<file path="src/rtl/atv_pkg.sv">
// ----------------------------------------------------------------------------
// atv_pkg
// Shared types, constants and helper functions for the tilt-to-velocity block.
// ----------------------------------------------------------------------------
`default_nettype none

package atv_pkg;

  localparam int HISTORY_DEPTH = 6;
  localparam int CORDIC_STEPS  = 16;
  localparam int ANGLE_TABLE_LEN = 24;

  // Square root on (b^2 + c^2) << 16: 54-bit operand, one result bit per step
  localparam int SQ_W       = 37;
  localparam int OP_W       = 54;
  localparam int ROOT_STEPS = OP_W / 2;
  localparam int ROOT_W     = ROOT_STEPS;
  localparam int REM_W      = ROOT_W + 3;

  localparam int CNT_MAX = (ROOT_STEPS > CORDIC_STEPS) ? ROOT_STEPS : CORDIC_STEPS;
  localparam int CNT_W   = $clog2(CNT_MAX);

  localparam int FILT_W = 19;  // 6 * 16-bit sample plus sign
  localparam int CORD_W = 32;

  // Register indexes on the configuration port
  localparam logic [2:0] REG_X_SRC    = 3'd0;
  localparam logic [2:0] REG_Y_SRC    = 3'd1;
  localparam logic [2:0] REG_Z_SRC    = 3'd2;
  localparam logic [2:0] REG_INVERT   = 3'd3;
  localparam logic [2:0] REG_LIN_GAIN = 3'd4;
  localparam logic [2:0] REG_ANG_GAIN = 3'd5;

  localparam logic [1:0] SRC_NONE = 2'd3;

  typedef struct packed {
    logic [1:0]         x_src;
    logic [1:0]         y_src;
    logic [1:0]         z_src;
    logic [2:0]         invert;
    logic signed [15:0] lin_gain;
    logic signed [15:0] ang_gain;
  } atv_cfg_t;

  typedef struct packed {
    logic             push;
    logic             filt;
    logic             sq1;
    logic             sq2;
    logic             root_step;
    logic             cord_init;
    logic             cord_step;
    logic             ang_store;
    logic             vel_fwd;
    logic             vel_turn;
    logic             out_load;
    logic             pass;
    logic [CNT_W-1:0] cnt;
  } atv_cmd_t;

  // atan(2^-i) in units of (pi/2) / 2^30
  function automatic logic [CORD_W-1:0] atan_lut(input logic [CNT_W-1:0] i);
    logic [CORD_W-1:0] v;
    case (i)
      5'd0:    v = 32'd536870912;
      5'd1:    v = 32'd316933406;
      5'd2:    v = 32'd167458907;
      5'd3:    v = 32'd85004756;
      5'd4:    v = 32'd42667331;
      5'd5:    v = 32'd21354465;
      5'd6:    v = 32'd10679838;
      5'd7:    v = 32'd5340245;
      5'd8:    v = 32'd2670163;
      5'd9:    v = 32'd1335087;
      5'd10:   v = 32'd667544;
      5'd11:   v = 32'd333772;
      5'd12:   v = 32'd166886;
      5'd13:   v = 32'd83443;
      5'd14:   v = 32'd41722;
      5'd15:   v = 32'd20861;
      5'd16:   v = 32'd10430;
      5'd17:   v = 32'd5215;
      5'd18:   v = 32'd2608;
      5'd19:   v = 32'd1304;
      5'd20:   v = 32'd652;
      5'd21:   v = 32'd326;
      5'd22:   v = 32'd163;
      5'd23:   v = 32'd81;
      default: v = '0;
    endcase
    return v;
  endfunction

  // Saturate an 18-bit signed value to 16 bits
  function automatic logic signed [15:0] sat16(input logic signed [17:0] v);
    logic signed [15:0] r;
    if (v > 18'sd32767) begin
      r = 16'sh7fff;
    end else if (v < -18'sd32768) begin
      r = 16'sh8000;
    end else begin
      r = v[15:0];
    end
    return r;
  endfunction

endpackage

`default_nettype wire

</file>
<file path="src/rtl/atv_ctrl.sv">
// ----------------------------------------------------------------------------
// atv_ctrl
// Sequencer: walks one transaction through filter, root, CORDIC and gain.
// ----------------------------------------------------------------------------
`default_nettype none

module atv_ctrl (
  input  wire                clk_i,
  input  wire                rst_ni,
  input  wire                in_valid_i,
  output logic               in_ready_o,
  output logic               out_valid_o,
  input  wire                out_ready_i,
  output atv_pkg::atv_cmd_t  cmd_o
);
  import atv_pkg::*;

  localparam logic [3:0] S_IDLE  = 4'd0;
  localparam logic [3:0] S_FILT  = 4'd1;
  localparam logic [3:0] S_SQ1   = 4'd2;
  localparam logic [3:0] S_SQ2   = 4'd3;
  localparam logic [3:0] S_ROOT  = 4'd4;
  localparam logic [3:0] S_CINIT = 4'd5;
  localparam logic [3:0] S_CORD  = 4'd6;
  localparam logic [3:0] S_ANG   = 4'd7;
  localparam logic [3:0] S_VEL1  = 4'd8;
  localparam logic [3:0] S_VEL2  = 4'd9;
  localparam logic [3:0] S_OUT   = 4'd10;

  logic [3:0]       state_q, state_d;
  logic [CNT_W-1:0] cnt_q, cnt_d;
  logic             pass_q, pass_d;
  logic             out_valid_q, out_valid_d;

  assign in_ready_o  = (state_q == S_IDLE);
  assign out_valid_o = out_valid_q;

  always_comb begin
    state_d     = state_q;
    cnt_d       = cnt_q;
    pass_d      = pass_q;
    out_valid_d = out_valid_q && !out_ready_i;
    cmd_o       = '0;
    cmd_o.pass  = pass_q;
    cmd_o.cnt   = cnt_q;
    unique case (state_q)
      S_IDLE: begin
        if (in_valid_i) begin
          cmd_o.push = 1'b1;
          state_d    = S_FILT;
        end
      end
      S_FILT: begin
        cmd_o.filt = 1'b1;
        pass_d     = 1'b0;
        state_d    = S_SQ1;
      end
      S_SQ1: begin
        cmd_o.sq1 = 1'b1;
        state_d   = S_SQ2;
      end
      S_SQ2: begin
        cmd_o.sq2 = 1'b1;
        cnt_d     = '0;
        state_d   = S_ROOT;
      end
      S_ROOT: begin
        cmd_o.root_step = 1'b1;
        if (cnt_q == CNT_W'(ROOT_STEPS - 1)) begin
          cnt_d   = '0;
          state_d = S_CINIT;
        end else begin
          cnt_d = cnt_q + 1'b1;
        end
      end
      S_CINIT: begin
        cmd_o.cord_init = 1'b1;
        state_d         = S_CORD;
      end
      S_CORD: begin
        cmd_o.cord_step = 1'b1;
        if (cnt_q == CNT_W'(CORDIC_STEPS - 1)) begin
          cnt_d   = '0;
          state_d = S_ANG;
        end else begin
          cnt_d = cnt_q + 1'b1;
        end
      end
      S_ANG: begin
        cmd_o.ang_store = 1'b1;
        if (!pass_q) begin
          pass_d  = 1'b1;
          state_d = S_SQ1;
        end else begin
          state_d = S_VEL1;
        end
      end
      S_VEL1: begin
        cmd_o.vel_fwd = 1'b1;
        state_d       = S_VEL2;
      end
      S_VEL2: begin
        cmd_o.vel_turn = 1'b1;
        state_d        = S_OUT;
      end
      S_OUT: begin
        if (!out_valid_q || out_ready_i) begin
          cmd_o.out_load = 1'b1;
          out_valid_d    = 1'b1;
          state_d        = S_IDLE;
        end
      end
      default: state_d = S_IDLE;
    endcase
  end

  always_ff @(posedge clk_i or negedge rst_ni) begin
    if (!rst_ni) begin
      state_q     <= S_IDLE;
      cnt_q       <= '0;
      pass_q      <= 1'b0;
      out_valid_q <= 1'b0;
    end else begin
      state_q     <= state_d;
      cnt_q       <= cnt_d;
      pass_q      <= pass_d;
      out_valid_q <= out_valid_d;
    end
  end

  // Output register is only refilled once the waiting result has gone
  a_out_load_free: assert property (@(posedge clk_i) disable iff (!rst_ni)
    cmd_o.out_load |-> (!out_valid_q || out_ready_i))
    else $error("result overwritten before being taken");

  // A new transaction is never taken while one is still in flight
  a_one_in_flight: assert property (@(posedge clk_i) disable iff (!rst_ni)
    (in_valid_i && in_ready_o) |=> !in_ready_o)
    else $error("second transaction accepted while busy");

  // CORDIC counter stays within the angle table
  a_cord_cnt: assert property (@(posedge clk_i) disable iff (!rst_ni)
    cmd_o.cord_step |-> (cnt_q < CNT_W'(CORDIC_STEPS)))
    else $error("CORDIC step counter out of range");

  // Roll angle is only stored on the second pass, straight before the gains
  a_roll_then_vel: assert property (@(posedge clk_i) disable iff (!rst_ni)
    (cmd_o.ang_store && pass_q) |=> cmd_o.vel_fwd)
    else $error("gain stage not entered after roll");

endmodule

`default_nettype wire

</file>
<file path="config.mk">
export PLATFORM = sky130hd
export DESIGN_NAME = atv_ctrl
export DESIGN_NICKNAME = d
export VERILOG_FILES = /design/src/rtl/atv_pkg.sv /design/src/rtl/atv_ctrl.sv
export SDC_FILE = /design/constraint.sdc
export NUM_CORES = 1
export LEC_CHECK = 0
export BUFFER_PORTS_ARGS = -buffer_cell sky130_fd_sc_hd__buf_2
export CORE_MARGIN = 4
export CORE_UTILIZATION = 49
export CTS_BUF_LIST = sky130_fd_sc_hd__clkbuf_16
export CTS_CLUSTER_DIAMETER = 150
export DETAILED_ROUTE_END_ITERATION = 10
export PLACE_DENSITY = 0.86
export SYNTH_ARGS = -nofsm -noshare
export SYNTH_HDL_FRONTEND = slang
export SYNTH_SLANG_ARGS = --single-unit
</file>
<file path="constraint.sdc">
create_clock -name clk_i -period 2.36 [get_ports clk_i]
set_input_delay 0.354 -clock clk_i [delete_from_list [all_inputs] [get_ports clk_i]]
set_output_delay 0.354 -clock clk_i [all_outputs]
set_load 0.01 [all_outputs]
</file>
==> results.py <==
metrics = {
    "floorplan": {
        "die_h_um": 46.7,
        "initial_utilization": 0.544,
        "die_w_um": 46.7,
        "num_rows": 13,
        "die_area_um2": 2180,
        "io_pins": 23,
        "coreArea_um2": 1350,
    },
    "sta": {
        "fin_crit_ns": 1.92,
        "skew_ns": 0.00381,
        "worst_slack_ns": 0.445,
        "setup_viol": 0,
        "rsz0062_at_grt": "false",
        "hold_violations": 0,
        "slew_headroom": 0.695,
        "fmax_mhz": 522,
        "tns_ns": 0,
        "finalMaxSlewViolations": 0,
        "period_share": 0.812,
        "worst_pin_slew_ns": 0.458,
    },
    "worst_setup_path": {
        "worst_path_dominant_cell_family": "flip-flops",
        "r2r_cells": 7,
        "cp_slowest_cell": "dfrtp_1",
        "critPathMaxFanout": 16,
        "cp.arrival_ns": 1.56,
        "worstPathCellList": "or4b_4, inv_1, buf_2",
        "cpPeakStageDelay_ns": 0.58,
        "critical_path_class": "reg2out",
        "crit_path_end_kind": "primary output",
        "cp_data_required_time_ns": 2.01,
        "cp_num_buf_inv": 2,
        "critical_path_cell_count": 3,
        "cp-start-kind": "register",
    },
    "clock_tree": {
        "root_buffer": "clkbuf_16",
        "cts_tree": "built",
        "cts-buffers-inserted": 3,
        "cts_sinks": 11,
        "clock_latency_ns": 0.24,
        "clk_pin_slew_worst_paths_ns": 0.04,
        "post_cts_buffers": 0,
        "clock_path_buffers": 2,
        "cts_max_level": 1,
    },
    "power": {
        "powerDensity_nw_per_um2": 1330,
        "power_mw": 1.23,
        "p_leak_nw": 0.470,
        "ir_worst_vdd_uv": 633,
    },
    "placement": {
        "place_congestion": 0.760,
        "dpl.cell_count": 116,
        "port_buffers": 22,
        "dp_slack_ns": 0.529,
        "detailed_place_hpwl_mm": 1.06,
    },
    "global_route": {
        "grt_start_max_net_pins": 17,
        "grt_pass1_wl_mm": 2.50,
        "grt_use_total": 0.173,
        "grt-ovfl-total": 0,
        "grt_pass1_vias": 545,
        "antenna_found_initial": 0,
    },
    "yosys": {
        "synth_warnings": 0,
        "syn-cell-area_um2": 734,
        "synth_top_cell_area_share": 0.375,
        "ys_top_cells_by_count": "dfrtp_1, nand2_1, nor2_1, inv_1, nand2b_1",
        "ys_async_sr_fraction": 1.00,
        "yosysTopAreaCell": "dfrtp_1",
        "yosysMostFrequentCell": "dfrtp_1",
        "yosysSeqAreaShare": 0.375,
        "synth.avg_cell_area_um2": 8.64,
        "synth_edf_count": 0,
        "ys_dominant_reg_cell": "dfrtp_1",
        "synthCells": 85,
        "ys_ff_latch": 11,
        "syn_nets": 93,
        "synthTopCellsByArea": "dfrtp_1, ha_1, nand2_1, nand2b_1, nor2_1",
        "synth.distinct_cells": 29,
    },
    "detailed_routing": {
        "wl_per_cell_um": 12.8,
        "firstDrtPassIters": 4,
        "via_per_inst": 5.31,
        "drt-total-wl_mm": 1.55,
        "drc_errors": 0,
        "num_vias": 643,
        "drt-initial-drc-count": 14,
        "antenna_left": 0,
    },
    "finish": {
        "drive_above_1_share": 0.255,
        "final_util": 0.683,
        "areaGrowthSynthToFinish_pct": 25.6,
        "fin_nets": 115,
        "fin_cells": 121,
        "antenna_cells": 0,
    },
    "min_path": {
        "min_path_cells": 3,
        "min_path_type": "in2reg",
    },
    "job": {
        "drv_cap": 0,
    },
    "run_status": {
        "status": "finished clean",
    },
}
[stage by stage]
stage / cell area [µm²] / hold WS (ns)
final: 922 / 0.501
after global routing: 922 / 0.528
after floorplan: 734 / 0.0584
after global placement: 833 / 0.236
after detailed placement: 833 / 0.236
after CTS: 922 / 0.479
[cell type report]
type	count	area, µm²
Multi-Input combinational cell	62	407
Fill cell	110	428
Timing Repair Buffer	23	120
Inverter	6	22.5
Sequential cell	11	275
Clock inverter	1	3.75
Tap cell	15	18.8
Clock buffer	3	75.1
[power by group]
part / switching, mW / total, mW / internal [mW]
clock network: 0.0836 / 0.306 / 0.222
logic: 0.274 / 0.515 / 0.241
registers: 0.149 / 0.404 / 0.254
total: 0.507 / 1.23 / 0.718
[cells by family (layout without fill, tap and decap cells)]
group | count (synthesis) | in the layout | share of synthesized area
and+or+nand+nor | 41 | 41 | 0.308
AOI/OAI and AO/OA | 17 | 17 | 0.177
buffers and inverters | 12 | 33 | 0.0715
DFF | 11 | 11 | 0.375
adders and majority gates | 4 | 4 | 0.0681
[what timing repair did]
action | in CTS | in global routing
hold buffers | 1 | 0
setup endpoints to repair | 0 | 0
hold endpoints to repair | 11 | 0
gates resized for setup | 0 | 0
[layout by cell type (no fill, tap or decap), types with 3 or more instances in the layout]
cell type / count
buf_2: 22
nor3_1: 4
clkbuf_16: 3
nor2_1: 8
nand2b_1: 5
o21ai_0: 3
a21oi_1: 4
nand3b_1: 3
ha_1: 4
nand2_1: 9
dfrtp_1: 11
nand3_1: 3
inv_1: 7
[worst reg2reg max path, delay by kind of cell, from the launching register on]
kind | cells | cell delay (ns)
AND/OR/NAND/NOR | 1 | 0.10
flip-flops | 1 | 0.44
buffers and inverters | 1 | 0.05
adder cells (fa/ha/maj) | 2 | 0.45
AO/OA/AOI/OAI | 3 | 0.72
[metal layers]
layer / GRT usage / part of all wire / vias to the layer above
met2: 0.234 / 0.44 / 18
li1: - / - / 340
met4: 0.133 / 0.029 / 0
met5: 0 / 0 / -
met1: 0.216 / 0.48 / 281
met3: 0.0742 / 0.050 / 4
[flip-flops by register name, indices dropped and copies added (netlist names)]
signal / count
cnt_q: 5
out_valid_o: 1
pass_q: 1
state_q: 4
[final timing paths]
check | startpoint | endpoint | slack (ns)
worst min-delay path | out_ready_i | out_valid_o$_DFF_PN0_ | 0.50
worst max register to register | cnt_q[0]$_DFFE_PN0P_ | cnt_q[3]$_DFFE_PN0P_ | 0.51
worst min register to register | cnt_q[3]$_DFFE_PN0P_ | cnt_q[3]$_DFFE_PN0P_ | 0.55
worst max-delay path | state_q[2]$_DFFE_PN0P_ | cmd_o[12] | 0.44
min in group asynchronous | rst_ni | state_q[1]$_DFFE_PN0P_ | 0.51
max in group asynchronous | rst_ni | state_q[0]$_DFFE_PN0P_ | 1.64
Power figures use the tool's default switching activity.
