### src/rtl/atv_pkg.sv
// ----------------------------------------------------------------------------
// atv_pkg
// Shared types, constants and helper functions for the tilt-to-velocity block.
// ----------------------------------------------------------------------------
`default_nettype none

package atv_pkg;

  localparam int HISTORY_DEPTH = 6;
  localparam int CORDIC_STEPS  = 16;
  localparam int ANGLE_TABLE_LEN = 24;

  // Square root on (b^2 + c^2) << 16: 54-bit operand, one result bit per step
  localparam int SQ_W       = 37;
  localparam int OP_W       = 54;
  localparam int ROOT_STEPS = OP_W / 2;
  localparam int ROOT_W     = ROOT_STEPS;
  localparam int REM_W      = ROOT_W + 3;

  localparam int CNT_MAX = (ROOT_STEPS > CORDIC_STEPS) ? ROOT_STEPS : CORDIC_STEPS;
  localparam int CNT_W   = $clog2(CNT_MAX);

  localparam int FILT_W = 19;  // 6 * 16-bit sample plus sign
  localparam int CORD_W = 32;

  // Register indexes on the configuration port
  localparam logic [2:0] REG_X_SRC    = 3'd0;
  localparam logic [2:0] REG_Y_SRC    = 3'd1;
  localparam logic [2:0] REG_Z_SRC    = 3'd2;
  localparam logic [2:0] REG_INVERT   = 3'd3;
  localparam logic [2:0] REG_LIN_GAIN = 3'd4;
  localparam logic [2:0] REG_ANG_GAIN = 3'd5;

  localparam logic [1:0] SRC_NONE = 2'd3;

  typedef struct packed {
    logic [1:0]         x_src;
    logic [1:0]         y_src;
    logic [1:0]         z_src;
    logic [2:0]         invert;
    logic signed [15:0] lin_gain;
    logic signed [15:0] ang_gain;
  } atv_cfg_t;

  typedef struct packed {
    logic             push;
    logic             filt;
    logic             sq1;
    logic             sq2;
    logic             root_step;
    logic             cord_init;
    logic             cord_step;
    logic             ang_store;
    logic             vel_fwd;
    logic             vel_turn;
    logic             out_load;
    logic             pass;
    logic [CNT_W-1:0] cnt;
  } atv_cmd_t;

  // atan(2^-i) in units of (pi/2) / 2^30
  function automatic logic [CORD_W-1:0] atan_lut(input logic [CNT_W-1:0] i);
    logic [CORD_W-1:0] v;
    case (i)
      5'd0:    v = 32'd536870912;
      5'd1:    v = 32'd316933406;
      5'd2:    v = 32'd167458907;
      5'd3:    v = 32'd85004756;
      5'd4:    v = 32'd42667331;
      5'd5:    v = 32'd21354465;
      5'd6:    v = 32'd10679838;
      5'd7:    v = 32'd5340245;
      5'd8:    v = 32'd2670163;
      5'd9:    v = 32'd1335087;
      5'd10:   v = 32'd667544;
      5'd11:   v = 32'd333772;
      5'd12:   v = 32'd166886;
      5'd13:   v = 32'd83443;
      5'd14:   v = 32'd41722;
      5'd15:   v = 32'd20861;
      5'd16:   v = 32'd10430;
      5'd17:   v = 32'd5215;
      5'd18:   v = 32'd2608;
      5'd19:   v = 32'd1304;
      5'd20:   v = 32'd652;
      5'd21:   v = 32'd326;
      5'd22:   v = 32'd163;
      5'd23:   v = 32'd81;
      default: v = '0;
    endcase
    return v;
  endfunction

  // Saturate an 18-bit signed value to 16 bits
  function automatic logic signed [15:0] sat16(input logic signed [17:0] v);
    logic signed [15:0] r;
    if (v > 18'sd32767) begin
      r = 16'sh7fff;
    end else if (v < -18'sd32768) begin
      r = 16'sh8000;
    end else begin
      r = v[15:0];
    end
    return r;
  endfunction

endpackage

`default_nettype wire

### src/rtl/atv_datapath.sv
// ----------------------------------------------------------------------------
// atv_datapath
// Delay lines, smoothing, shared square root and CORDIC units, gain and
// output registers.
// ----------------------------------------------------------------------------
`default_nettype none

module atv_datapath (
  input  wire                        clk_i,
  input  wire                        rst_ni,
  input  atv_pkg::atv_cmd_t          cmd_i,
  input  atv_pkg::atv_cfg_t          cfg_i,
  input  wire  logic signed [15:0]   sample_a_i,
  input  wire  logic signed [15:0]   sample_b_i,
  input  wire  logic signed [15:0]   sample_c_i,
  output logic signed [15:0]         forward_velocity_o,
  output logic signed [15:0]         turn_velocity_o,
  output logic signed [15:0]         pitch_norm_o,
  output logic signed [15:0]         roll_norm_o
);
  import atv_pkg::*;

  logic signed [15:0] hx_q [HISTORY_DEPTH];
  logic signed [15:0] hy_q [HISTORY_DEPTH];
  logic signed [15:0] hz_q [HISTORY_DEPTH];

  logic signed [FILT_W-1:0] fx_q, fy_q, fz_q;
  logic signed [FILT_W-1:0] fx_d, fy_d, fz_d;
  logic signed [FILT_W-1:0] num, den_b;

  logic [SQ_W-1:0]   prod_q;
  logic [OP_W-1:0]   op_q;
  logic [REM_W-1:0]  rem_q;
  logic [ROOT_W-1:0] root_q;
  logic [REM_W-1:0]  rem_sh, trial;

  logic signed [CORD_W-1:0] xc_q, yc_q, z_q;
  logic signed [CORD_W-1:0] dx, dy, at;
  logic                     zero_q;

  logic signed [15:0] pitch_q, roll_q, fwd_q, turn_q, ang_d, vel_d;
  logic signed [CORD_W:0]   zsum;
  logic signed [31:0]       vprod;
  logic signed [32:0]       vsum;
  logic signed [2*FILT_W-1:0] sq_b, sq_c;

  function automatic logic signed [15:0] pick(input logic [1:0] sel,
                                              input logic signed [15:0] a,
                                              input logic signed [15:0] b,
                                              input logic signed [15:0] c);
    logic signed [15:0] r;
    case (sel)
      2'd0:     r = a;
      2'd1:     r = b;
      2'd2:     r = c;
      default:  r = '0;
    endcase
    return r;
  endfunction

  function automatic logic signed [FILT_W-1:0] smooth(input logic signed [15:0] h0,
                                                      input logic signed [15:0] h1,
                                                      input logic signed [15:0] h2,
                                                      input logic signed [15:0] h3);
    logic signed [FILT_W-1:0] s;
    s = FILT_W'(h0) + (FILT_W'(h1) <<< 1) + (FILT_W'(h2) <<< 1) + FILT_W'(h3);
    return s;
  endfunction

  // Delay lines: entry 0 oldest, cleared at reset
  always_ff @(posedge clk_i or negedge rst_ni) begin
    if (!rst_ni) begin
      for (int i = 0; i < HISTORY_DEPTH; i++) begin
        hx_q[i] <= '0;
        hy_q[i] <= '0;
        hz_q[i] <= '0;
      end
    end else if (cmd_i.push) begin
      for (int i = 0; i < HISTORY_DEPTH - 1; i++) begin
        hx_q[i] <= hx_q[i+1];
        hy_q[i] <= hy_q[i+1];
        hz_q[i] <= hz_q[i+1];
      end
      hx_q[HISTORY_DEPTH-1] <= pick(cfg_i.x_src, sample_a_i, sample_b_i, sample_c_i);
      hy_q[HISTORY_DEPTH-1] <= pick(cfg_i.y_src, sample_a_i, sample_b_i, sample_c_i);
      hz_q[HISTORY_DEPTH-1] <= pick(cfg_i.z_src, sample_a_i, sample_b_i, sample_c_i);
    end
  end

  always_comb begin
    fx_d = smooth(hx_q[0], hx_q[1], hx_q[2], hx_q[3]);
    fy_d = smooth(hy_q[0], hy_q[1], hy_q[2], hy_q[3]);
    fz_d = smooth(hz_q[0], hz_q[1], hz_q[2], hz_q[3]);
    if (cfg_i.invert[0]) fx_d = -fx_d;
    if (cfg_i.invert[1]) fy_d = -fy_d;
    if (cfg_i.invert[2]) fz_d = -fz_d;
  end

  // Pass 0 is pitch (x over y,z), pass 1 is roll (y over x,z)
  assign num   = cmd_i.pass ? fy_q : fx_q;
  assign den_b = cmd_i.pass ? fx_q : fy_q;
  assign sq_b  = den_b * den_b;
  assign sq_c  = fz_q * fz_q;

  // Square root: two operand bits per step
  assign rem_sh = {rem_q[REM_W-3:0], op_q[OP_W-1 -: 2]};
  assign trial  = {1'b0, root_q, 2'b01};

  // CORDIC vectoring step
  assign dx = yc_q >>> cmd_i.cnt;
  assign dy = xc_q >>> cmd_i.cnt;
  assign at = atan_lut(cmd_i.cnt);

  assign zsum  = {z_q[CORD_W-1], z_q} + (CORD_W+1)'(16384);
  assign ang_d = zero_q ? 16'sd0 : sat16(zsum[CORD_W:15]);

  assign vprod = cmd_i.vel_fwd ? pitch_q * cfg_i.lin_gain : roll_q * cfg_i.ang_gain;
  assign vsum  = {vprod[31], vprod} + 33'sd16384;
  assign vel_d = sat16(vsum[32:15]);

  always_ff @(posedge clk_i) begin
    if (cmd_i.filt) begin
      fx_q <= fx_d;
      fy_q <= fy_d;
      fz_q <= fz_d;
    end
    if (cmd_i.sq1) begin
      prod_q <= sq_b[SQ_W-1:0];
    end
    if (cmd_i.sq2) begin
      op_q   <= {{(OP_W-SQ_W-16){1'b0}}, prod_q + sq_c[SQ_W-1:0], 16'b0};
      rem_q  <= '0;
      root_q <= '0;
    end
    if (cmd_i.root_step) begin
      op_q <= op_q << 2;
      if (rem_sh >= trial) begin
        rem_q  <= rem_sh - trial;
        root_q <= {root_q[ROOT_W-2:0], 1'b1};
      end else begin
        rem_q  <= rem_sh;
        root_q <= {root_q[ROOT_W-2:0], 1'b0};
      end
    end
    if (cmd_i.cord_init) begin
      xc_q   <= CORD_W'(root_q);
      // numerator times 256, sign carried into the upper bits
      yc_q   <= {{(CORD_W-FILT_W-8){num[FILT_W-1]}}, num, 8'b0};
      z_q    <= '0;
      zero_q <= (root_q == '0) && (num == '0);
    end
    if (cmd_i.cord_step) begin
      if (yc_q > 0) begin
        xc_q <= xc_q + dx;
        yc_q <= yc_q - dy;
        z_q  <= z_q + at;
      end else begin
        xc_q <= xc_q - dx;
        yc_q <= yc_q + dy;
        z_q  <= z_q - at;
      end
    end
    if (cmd_i.ang_store) begin
      if (cmd_i.pass) roll_q <= ang_d;
      else            pitch_q <= ang_d;
    end
    if (cmd_i.vel_fwd)  fwd_q  <= vel_d;
    if (cmd_i.vel_turn) turn_q <= vel_d;
    if (cmd_i.out_load) begin
      forward_velocity_o <= fwd_q;
      turn_velocity_o    <= turn_q;
      pitch_norm_o       <= pitch_q;
      roll_norm_o        <= roll_q;
    end
  end

endmodule

`default_nettype wire

### config.mk
export PLATFORM = sky130hd
export DESIGN_NAME = atv_datapath
export DESIGN_NICKNAME = d
export VERILOG_FILES = /design/src/rtl/atv_pkg.sv /design/src/rtl/atv_datapath.sv
export SDC_FILE = /design/constraint.sdc
export NUM_CORES = 2
export LEC_CHECK = 0
export BUFFER_PORTS_ARGS = -buffer_cell sky130_fd_sc_hd__buf_2
export CAP_MARGIN = 20
export CORE_MARGIN = 8
export CORE_UTILIZATION = 43
export CTS_CLUSTER_DIAMETER = 80
export DETAILED_ROUTE_END_ITERATION = 8
export GPL_TIMING_DRIVEN = 0
export PLACE_DENSITY_LB_ADDON = 0.3
export RECOVER_POWER = 25
export SYNTH_ARGS = -nofsm -noshare
export SYNTH_HDL_FRONTEND = slang
export SYNTH_SLANG_ARGS = --single-unit
### constraint.sdc
create_clock -name clk_i -period 12.29 [get_ports clk_i]
set_input_delay 0.6145 -clock clk_i [delete_from_list [all_inputs] [get_ports clk_i]]
set_output_delay 0.6145 -clock clk_i [all_outputs]
set_load 0.005 [all_outputs]
==> metrics.md <==
| Metric | Value |
|---|---|
| Status | `finished with violations` |
| Failing checks | `max-capacitance violations, max-slew violations` |
| Period utilisation layout | `80.5%` |
| 1st-pass router iterations | `6` |
| Num Clock Sinks | `699` |
| Die Area | `219000 sq um` |
| Count of final max-slew check failures | `206` |
| Fin Setup TNS | `0 ns` |
| Post-synth top flop | `edfxtp_1` |
| H-tree depth reported by CTS | `3` |
| Startpoint Class | `register` |
| CP delay by family, top | `adder cells` |
| I/O pins | `172` |
| Area delta synth->final | `8.32%` |
| Fillers | `19100` |
| Total grt overflow | `0` |
| Setup bufs post-CTS | `0` |
| Detail Placement HPWL | `198 mm` |
| Yosys warnings | `0` |
| GPL Wtd Cong | `0.974` |
| Vias per cell | `5.44` |
| Initial antenna violation count | `24` |
| Number of global-route vias before repair | `67800` |
| Clock buffer depth | `3` |
| Final setup viols | `0` |
| Placeable Area | `204000 sq um` |
| Routed WL | `241 mm` |
| Die W | `468 um` |
| Largest net degree at the start of global routing | `126` |
| Routed length per instance | `20.7 um` |
| Layout cells sized above 1 | `8.35%` |
| Critical path class | `register to register` |
| Top-count cell post-synth | `inv_1` |
| Mapped Area | `87800 sq um` |
| CP max stage delay | `0.89 ns` |
| Most numerous cell on the critical path | `fa_1` |
| Dominant cell type by area after synthesis | `fa_1` |
| Starting density of the core | `43.1%` |
| CTS buffer count | `83` |
| Top cells by area, synth | `fa_1 (30%), edfxtp_1 (14%), ha_1 (8.3%), dfrtp_1 (8.2%), inv_1 (6.4%)` |
| Max Clock Skew | `0.0630 ns` |
| Ys async rst share | `41.2%` |
| Post-synth EDFFs | `411` |
| Worst setup EP type | `register` |
| Area share of the largest cell type after synthesis | `30.3%` |
| PortBufs | `157` |
| Tmin final | `9.89 ns` |
| Hold Crit Class | `input port to register` |
| Rows | `166` |
| CTS root buf | `clkbuf_16` |
| Nets | `10900` |
| Initial DRC count | `4852` |
| Cell count after synthesis | `8638` |
| DR vias | `63500` |
| Unique masters post-synth | `89` |
| Arrival time of the worst setup path | `10.33 ns` |
| Worst slew margin | `-124%` |
| Clk_lat worst skew | `0.74 ns` |
| Drt drc | `0` |
| Mean area per synthesized cell | `10.2 sq um` |
| Seq/Total Area, Yosys | `22.3%` |
| Synth cell count leaders | `inv_1 (1487), fa_1 (1331), nand2_1 (755), ha_1 (585), nor2_1 (481)` |
| RSZ-0062 raised after global routing | `false` |
| Crit-path slowest cell | `edfxtp_1` |
| #FFs+latches synth | `699` |
| First-pass GRT wire length | `382 mm` |
| Chip height | `468 um` |
| CP bufs+invs | `6` |
| CTS tree | `built` |
| Worst-Margin Slew | `3.36 ns` |
| Hold-fix buffers, CTS | `1` |
| CTS resizes | `0` |
| Final hold violations | `0` |
| Clock Pin Slew Worst Setup and Hold Paths | `0.06 ns` |
| Max Freq | `101 MHz` |
| Antenna-violating nets left | `0` |
| Max Fanout on Critical Path | `10` |
| Max-cap viol count | `5` |
| GRT Resource Usage Total | `22.1%` |
| Req. time, crit path | `12.73 ns` |
-- cell families (layout without fill, tap and decap cells) --
family                     count (synthesis)  count (layout)  synth area share (%)
muxes                                    486             486                  7.19
and+or+nand+nor                         2113            2113                  11.5
xor gates and xnor gates                 414             414                  4.13
buffers and inverters                   1816            2137                  7.85
other                                      1              17               0.00427
AOI/OAI and AO/OA                       1193            1193                  8.45
DFF                                      699             699                  22.3
adders and majority gates               1916            1916                  38.7
-- per-stage QoR --
| stage | hold WS, ns | cell area, sq um | setup slack (ns) | util (%) | cells |
|---|---|---|---|---|---|
| 3_3_place_gp | 0.401 | 92000 | 2.24 | 45.2 | 11500 |
| 6_report | 0.113 | 95200 | 2.40 | 46.7 | 11700 |
| 3_5_place_dp | 0.405 | 92200 | 2.34 | 45.3 | 11500 |
| 4_1_cts | 0.0314 | 95200 | 2.52 | 46.7 | 11600 |
| 2_1_floorplan | 0.319 | 87900 | 4.06 | - | 8639 |
| 5_1_grt | 0.0782 | 95100 | 1.85 | 46.7 | 11700 |
-- state kept, by name, summed over array words and instances, names as in the netlist, 16 cells and up --
| name | cells |
|---|---|
| forward_velocity_o | 16 |
| fwd_q | 16 |
| fx_q | 19 |
| fy_q | 19 |
| fz_q | 19 |
| hx_q | 96 |
| hy_q | 96 |
| hz_q | 96 |
| op_q | 38 |
| pitch_norm_o | 16 |
| pitch_q | 16 |
| prod_q | 36 |
| rem_q | 28 |
| roll_norm_o | 16 |
| roll_q | 16 |
| root_q | 27 |
| turn_q | 16 |
| turn_velocity_o | 16 |
| xc_q | 32 |
| yc_q | 32 |
| z_q | 32 |
-- layout make-up --
| cell class | count | area [sq um] | share of cell area [%] |
|---|---|---|---|
| multi-input cells | 6124 | 61400 | 64.5 |
| flip-flops and latches | 699 | 19500 | 20.5 |
| inverters | 1495 | 5610 | 5.90 |
| well taps | 2688 | 3360 | 3.53 |
| clock buffers | 114 | 2360 | 2.48 |
| plain buffers | 321 | 1280 | 1.35 |
| repair buffers | 171 | 971 | 1.02 |
| clock inverters | 36 | 573 | 0.602 |
| diodes | 15 | 37.5 | 0.0394 |
-- cells in the final DEF (no fill, tap or decap), types with 29 or more instances in the layout --
cell type  netlist  final
a211oi_1        37     37
a21o_1         101    101
a21oi_1        384    384
a31oi_1         50     50
and2_1         377    377
and3_1          45     45
buf_2           23    172
clkbuf_1       266    293
clkbuf_16        0     85
dfrtp_1        288    288
edfxtp_1       411    411
fa_1          1331   1331
ha_1           585    585
inv_1         1487   1488
mux2_2         281    281
mux2i_1        117    116
mux4_2          88     88
nand2_1        755    755
nand2b_1        71     71
nand3_1         77     77
nand4_1         29     29
nor2_1         481    481
nor2b_1         39     39
nor3_1          78     78
nor4_1          35     35
o211ai_1        42     42
o21a_1          49     49
o21ai_0        283    283
o21bai_1        33     33
o31ai_1         43     43
or3_1           30     30
xnor2_1        298    298
xor2_1         116    116
-- layer usage --
layer,vias to the layer above,routed length [um],track usage [%]
met5,-,25,0
met4,4,9430,8.16
met3,508,15300,3.50
met2,2024,118000,38.1
met1,32300,98200,28.1
li1,28700,-,-
-- path summary, 6_finish.rpt --
| path | start | end | slack (ns) | cells past startpoint |
|---|---|---|---|---|
| max | roll_q[11] | turn_q[0] | 2.40 | 26 |
| min | cmd_i[11] | zero_q | 0.11 | 1 |
| max reg2reg | roll_q[11] | turn_q[0] | 2.40 | 26 |
| min reg2reg | turn_q[9] | turn_velocity_o[9] | 0.42 | 0 |
| max in group asynchronous | rst_ni | hz_q[95] | 8.47 | 4 |
| min in group asynchronous | rst_ni | hy_q[73] | 1.58 | 2 |
Power is not shown: default switching activity piles up to over one toggle a cycle in this logic, so the estimate is an artifact.
